[config.mk]
export PLATFORM = sky130hd
export DESIGN_NAME = ipv4_dotted_quad_validator_top
export DESIGN_NICKNAME = d
export VERILOG_FILES = /design/src/rtl/ipv4dq_pkg.sv /design/src/rtl/ipv4dq_scan.sv /design/src/rtl/ipv4_dotted_quad_validator_top.sv
export SDC_FILE = /design/constraint.sdc
export NUM_CORES = 1
export LEC_CHECK = 0
export BUFFER_PORTS_ARGS = -buffer_cell sky130_fd_sc_hd__buf_4
export CAP_MARGIN = 0
export CORE_AREA = 2 2 79 81
export CTS_CLUSTER_SIZE = 28
export DETAILED_ROUTE_END_ITERATION = 12
export DIE_AREA = 0 0 81 83
export HOLD_SLACK_MARGIN = 0.05
export PLACE_DENSITY_LB_ADDON = 0.08
export SYNTH_ARGS = -nofsm -noshare
export SYNTH_HDL_FRONTEND = slang
export SYNTH_HIERARCHICAL = 1
export SYNTH_SLANG_ARGS = --single-unit
[constraint.sdc]
create_clock -name clk -period 2.9 [get_ports clk]
set_input_delay 0.435 -clock clk [delete_from_list [all_inputs] [get_ports clk]]
set_output_delay 0.435 -clock clk [all_outputs]
set_load 0.1 [all_outputs]
[src/rtl/ipv4dq_pkg.sv]
// Package for the IPv4 dotted-quad validator: widths, character codes, status codes
// and the scan state type. Depends on nothing.
`default_nettype none

package ipv4dq_pkg;

  localparam int CHAR_W   = 8;
  localparam int STATUS_W = 3;
  localparam int LEN_W    = 5;
  localparam int DIGIT_W  = 2;
  localparam int OCTET_W  = 10;
  localparam int DOT_W    = 3;

  // longest accepted string, in characters
  localparam logic [LEN_W-1:0] MAX_LEN = 5'd15;

  localparam logic [CHAR_W-1:0] CH_NUL  = 8'h00;
  localparam logic [CHAR_W-1:0] CH_ZERO = 8'h30;
  localparam logic [CHAR_W-1:0] CH_NINE = 8'h39;
  localparam logic [CHAR_W-1:0] CH_DOT  = 8'h2E;

  localparam logic [OCTET_W-1:0] OCTET_MAX   = 10'd255;
  localparam logic [DIGIT_W-1:0] DIGITS_MAX  = 2'd3;
  localparam logic [DOT_W-1:0]   DOTS_NEEDED = 3'd3;
  localparam logic [LEN_W-1:0]   LEN_SAT     = 5'd31;
  localparam logic [DOT_W-1:0]   DOT_SAT     = 3'd7;

  // status codes
  localparam logic [STATUS_W-1:0] ST_OK          = 3'd0;
  localparam logic [STATUS_W-1:0] ST_BAD_CHAR    = 3'd1;
  localparam logic [STATUS_W-1:0] ST_LONG_OCTET  = 3'd2;
  localparam logic [STATUS_W-1:0] ST_EMPTY_OCTET = 3'd3;
  localparam logic [STATUS_W-1:0] ST_BIG_OCTET   = 3'd4;
  localparam logic [STATUS_W-1:0] ST_DOT_COUNT   = 3'd5;

  typedef struct packed {
    logic [LEN_W-1:0]    len;
    logic [DIGIT_W-1:0]  digits;
    logic [OCTET_W-1:0]  octet;
    logic [DOT_W-1:0]    dots;
    logic [STATUS_W-1:0] err;
  } scan_state_t;

endpackage

`default_nettype wire

[src/rtl/ipv4dq_scan.sv]
// Per-character scan step of the dotted-quad validator: next scan state and
// the status for a terminator. Depends on ipv4dq_pkg.
`default_nettype none

module ipv4dq_scan (
  input  wire ipv4dq_pkg::scan_state_t           cur,
  input  wire logic [ipv4dq_pkg::CHAR_W-1:0]     char_code,
  output ipv4dq_pkg::scan_state_t                nxt,
  output logic [ipv4dq_pkg::STATUS_W-1:0]        status
);
  import ipv4dq_pkg::*;

  logic [3:0]         digit_val;
  logic [OCTET_W-1:0] octet_acc;
  logic [STATUS_W-1:0] close_err;

  // value*10 + digit as two shifts and adds, kept to the octet width
  assign digit_val = char_code[3:0] - CH_ZERO[3:0];
  assign octet_acc = (cur.octet << 3) + (cur.octet << 1)
                   + {{(OCTET_W-4){1'b0}}, digit_val};

  always_comb begin
    if (cur.digits == '0) begin
      close_err = ST_EMPTY_OCTET;
    end else if (cur.octet > OCTET_MAX) begin
      close_err = ST_BIG_OCTET;
    end else begin
      close_err = ST_OK;
    end
  end

  always_comb begin
    nxt    = cur;
    status = ST_OK;
    if (char_code == CH_NUL) begin
      // terminator: decide, then clear for the next string
      nxt = '0;
      if ((cur.len == '0) || (cur.len > MAX_LEN)) begin
        status = ST_BAD_CHAR;
      end else if (cur.err != ST_OK) begin
        status = cur.err;
      end else if (close_err != ST_OK) begin
        status = close_err;
      end else if (cur.dots != DOTS_NEEDED) begin
        status = ST_DOT_COUNT;
      end
    end else begin
      if (cur.len != LEN_SAT) begin
        nxt.len = cur.len + 1'b1;
      end
      if (cur.err == ST_OK) begin
        if (char_code inside {[CH_ZERO:CH_NINE]}) begin
          if (cur.digits == DIGITS_MAX) begin
            nxt.err = ST_LONG_OCTET;
          end else begin
            nxt.octet  = octet_acc;
            nxt.digits = cur.digits + 1'b1;
          end
        end else if (char_code == CH_DOT) begin
          if (close_err != ST_OK) begin
            nxt.err = close_err;
          end else begin
            nxt.digits = '0;
            nxt.octet  = '0;
            if (cur.dots != DOT_SAT) begin
              nxt.dots = cur.dots + 1'b1;
            end
          end
        end else begin
          nxt.err = ST_BAD_CHAR;
        end
      end
    end
  end

endmodule

`default_nettype wire

[src/rtl/ipv4_dotted_quad_validator_top.sv]
// Top level of the IPv4 dotted-quad text validator: input register, scan step,
// result register. Depends on ipv4dq_pkg and ipv4dq_scan.
//
// Usage:
//   Input channel (in_*): one character per request, in_tdata[7:0] = char_code.
//   A zero byte ends the string. Non-zero characters produce no result.
//   Result channel (out_*): one request per terminator, out_tdata[2:0] = status
//   (0 ok, 1 bad length or character, 2 four-digit octet, 3 empty octet,
//   4 octet over 255, 5 dot count not three); out_tdata[7:3] are zero.
//   Path: a terminator passes the input register and then the result
//   register, which raises out_tvalid; it waits while a result is stalled.
//   Throughput: one character per cycle while no terminator waits, set by
//   the combinational scan step between the input and scan state registers.
//   Reset (rst_n low, synchronous): empties both stages and clears the scan
//   state, so the next character starts a fresh string.
//   Stall: while out_tready is low a held result stays put; ordinary characters
//   still advance, and only a second terminator waits in the input register,
//   which then drops in_tready until the result is taken.
`default_nettype none

module ipv4_dotted_quad_validator_top (
  input  wire        clk,
  input  wire        rst_n,
  input  wire        in_tvalid,
  output logic       in_tready,
  input  wire  [7:0] in_tdata,   // [7:0] char_code
  output logic       out_tvalid,
  input  wire        out_tready,
  output logic [7:0] out_tdata   // [2:0] status, [7:3] zero
);
  import ipv4dq_pkg::*;

  // input register
  logic              s1_valid_r;
  logic [CHAR_W-1:0] s1_char_r;

  // scan state
  scan_state_t st_r;
  scan_state_t st_nxt;

  // result register
  logic                out_valid_r;
  logic [STATUS_W-1:0] out_status_r;
  logic [STATUS_W-1:0] scan_status;

  logic s1_is_term;
  logic out_free;
  logic s1_adv;
  logic in_take;

  ipv4dq_scan u_scan (
    .cur       (st_r),
    .char_code (s1_char_r),
    .nxt       (st_nxt),
    .status    (scan_status)
  );

  // a terminator needs a free result slot; other characters always advance
  assign s1_is_term = (s1_char_r == CH_NUL);
  assign out_free   = !out_valid_r || out_tready;
  assign s1_adv     = s1_valid_r && (!s1_is_term || out_free);
  assign in_tready  = !s1_valid_r || s1_adv;
  assign in_take    = in_tvalid && in_tready;

  always_ff @(posedge clk) begin
    if (!rst_n) begin
      s1_valid_r <= 1'b0;
    end else if (in_tready) begin
      s1_valid_r <= in_tvalid;
    end
  end

  // payload: load on every taken request
  always_ff @(posedge clk) begin
    if (in_take) begin
      s1_char_r <= in_tdata[CHAR_W-1:0];
    end
  end

  // advance the scan state once per character leaving the input register
  always_ff @(posedge clk) begin
    if (!rst_n) begin
      st_r <= '0;
    end else if (s1_adv) begin
      st_r <= st_nxt;
    end
  end

  always_ff @(posedge clk) begin
    if (!rst_n) begin
      out_valid_r <= 1'b0;
    end else if (out_free) begin
      out_valid_r <= s1_adv && s1_is_term;
    end
  end

  always_ff @(posedge clk) begin
    if (out_free && s1_adv && s1_is_term) begin
      out_status_r <= scan_status;
    end
  end

  assign out_tvalid = out_valid_r;
  assign out_tdata  = {{(8-STATUS_W){1'b0}}, out_status_r};

endmodule

`default_nettype wire

==> flow_summary.toml <==
[run_status]
outcome = "complete, no violations"

[pwr]
peakVddDrop_uv = 209
clockPowerShare_pct = 37.8
power.leakage_nw = 1.36
internal-power_uw = 859
netSwitchingFraction_pct = 29.9
power.density_nw_per_um2 = 360
p_sw_uw = 366
seq_power_share_pct = 46.3
pwr-share-comb_pct = 15.9

[clock_network]
root_buffer = "clkbuf_8"
clock_latency_ns = 0.30
clk_pin_slew_worst_paths_ns = 0.09
postCtsSetupBuffers = 0
cts_hold_buf = 0
cts.sinks = 36
clock_path_buffers = 2
cts_tree = "done"
cts_buffers = 5
htreeDepth = 2

[place]
io_buffers = 16
place_hpwl_mm = 5.04
gp_congestion = 0.882
place_inst = 482

[cells_and_area]
final_cells = 490
drive_gt1_share_pct = 14.2
layout_commonest_cell = "a21oi_1"
final_cell_mix = "37 x a21oi_1, 35 x nand2_1, 34 x inv_1"
areaGrowthSynthToFinish_pct = 10.0
nFillCells = 572
antenna_cells = 0
nets = 445
final_core_util_pct = 58.6

[setup_path]
crit_path_end_kind = "flop"
arrival_ns = 2.95
crit_path_max_fanout = 3
required_ns = 3.09
critPathLaunchType = "flop"
path_class = "flop to flop"

[die]
die_area_um2 = 6720
dieHeight_um = 83
num_io_pins = 22
rows = 28
fp.dieW_um = 81
design.core.area_um2 = 5820
start_util_pct = 53.3

[timing]
fin_setup_tns_ns = 0
fin_crit_sh_pct = 95.1
slew_headroom_pct = 37.3
tightest_slew_ns = 0.935
fmax_ghz = 0.362
clock_skew_ns = 0.00650
hold_viol = 0
slew_viol_final = 0
min_period_ns = 2.76
rsz0062_at_grt = "no"
finalSetupViolCount = 0

[synth]
ys_ff_latch = 36
synth_cells = 411
ys_seq_area_share_pct = 26.8
synth_top_family_by_area = "compound AO/OA/AOI/OAI gates"
syn_area_um2 = 3100
synth_mux_area_share_pct = 0.363
yosysWarnings = 6
synth_enable_flop_cells = 11
synth-compound-area-share_pct = 26.1
synth-adder-area-share_pct = 8.16
synthSimpleGateAreaFrac_pct = 26.1
netlist-cell-type-count = 54
synth_xor_area_share_pct = 1.98
ys_async_sr_fraction_pct = 0
synth_ff_type = "dfxtp_1"
avgSynthCellArea_um2 = 7.54

[route]
drtAntennaViolNets = 0
vias = 2999
first_pass_iters = 4
via_per_inst = 6.12
drtIter0Drc = 156
wirelength_mm = 7.69
drc_errors = 0
wl_per_cell_um = 15.7

[grt]
grt_start_max_net_pins = 73
grt_pass1_wl_mm = 13.2
antenna_found_initial = 0
grt.overflow.total = 0
grt_pass1_vias = 2748
grtUsageTotal_pct = 24.2

[hold_path]
hold_class = "input pin to flop"

[flow_run]
cap_viol_max_count = 0
-- stage by stage --
stage                     setup slack [ns]  hold slack (ns)  instance area, um2  total power, mW
after global placement              0.0815            0.613                3250            0.761
after detailed placement           -0.0829            0.615                3250            0.765
after CTS                           0.0251            0.305                3360             1.23
after floorplan                     0.0817            0.534                3110            0.721
final                                0.141            0.314                3410             1.23
after global routing               0.00835            0.297                3410             1.28
-- metal layers --
metal  global-route usage, %  up-vias  wire length (um)
met2                    37.7       76              3590
met1                    34.3     1425              3570
li1                        -     1487                 -
met5                       0        -                 0
met3                    4.24       11               428
met4                    6.32        0                96
-- power by group through the flow --
stage	registers, mW	logic, mW	clock network, mW
global placement	0.578	0.182	0
global route	0.573	0.212	0.497
detailed placement	0.579	0.186	0
finish	0.567	0.195	0.463
floorplan	0.569	0.152	0
CTS	0.567	0.187	0.476
-- worst paths after layout --
path                                from                      to  slack, ns  cells past startpoint
hold / removal               in_tdata[2]  s1_char_r[2]$_DFFE_PP_       0.31                      1
setup / recovery  s1_char_r[3]$_DFFE_PP_   st_r[14]$_SDFFE_PN0P_       0.14                     12
setup reg to reg  s1_char_r[3]$_DFFE_PP_   st_r[14]$_SDFFE_PN0P_       0.14                     12
hold reg to reg     st_r[4]$_SDFFE_PN0P_    st_r[4]$_SDFFE_PN0P_       0.71                      2
-- flip-flops by register name, indices dropped and copies added, names as in the netlist --
name,flops
st_r,23
s1_char_r,8
out_status_r,3
out_tvalid,1
s1_valid_r,1
-- final cells by class --
| cell class | instances | area (um2) | area share [%] |
|---|---|---|---|
| repair buffers | 31 | 233 | 6.83 |
| flip-flops and latches | 36 | 832 | 24.4 |
| multi-input cells | 306 | 2010 | 59.0 |
| clock buffers | 5 | 68.8 | 2.02 |
| clock inverters | 3 | 42.5 | 1.25 |
| well taps | 75 | 93.8 | 2.75 |
| inverters | 34 | 128 | 3.74 |
-- synthesized netlist by cell type (2+ instances only) --
cell type  instances  area (um2)
buf_6              2        22.5
buf_2             10        50.1
a21oi_1           39         195
a211oi_1           2        15.0
dfxtp_1           25         500
o21ai_0           12        60.1
nor2b_1            5        31.3
nor3_1             6        30.0
and3_1            23         144
a221o_1           23         230
nand3_1           33         165
inv_1             34         128
ha_1              17         213
o211ai_1           2        15.0
xnor2_1            5        43.8
buf_4              6        45.0
edfxtp_1          11         330
clkbuf_1          16        60.1
nand2b_1           4        25.0
nand4_1            4        25.0
fa_1               2        40.0
buf_1              5        18.8
o22ai_1           24         150
xor2_1             2        17.5
nand2_1           35         131
nor2_1            29         109
a31oi_1            7        43.8
nor4_4             2        42.5
-- logic make-up (layout without fill, tap and decap cells) --
family | after synthesis | after routing
buf+inv | 73 | 73
simple gates | 154 | 154
flops | 36 | 36
fa+ha+maj | 19 | 19
mux | 1 | 1
other cells | 1 | 5
compound gates | 120 | 120
xor+xnor | 7 | 7
-- repair_timing --
item	in CTS	in global routing
resized for setup	1	10
endpoints found under the setup margin	1	3
pin swaps	0	2
-- critical path, cell delays in order (launching register included) --
cell      delay (ns)
edfxtp_1        0.39
inv_1           0.10
fa_1            0.44
buf_4           0.16
fa_1            0.45
nand2b_1        0.19
a21oi_2         0.15
o22ai_1         0.09
xor2_1          0.14
o21ai_1         0.10
nand2_1         0.10
o22ai_1         0.06
a221o_1         0.30
No activity file was read; power rests on OpenSTA's default activity.
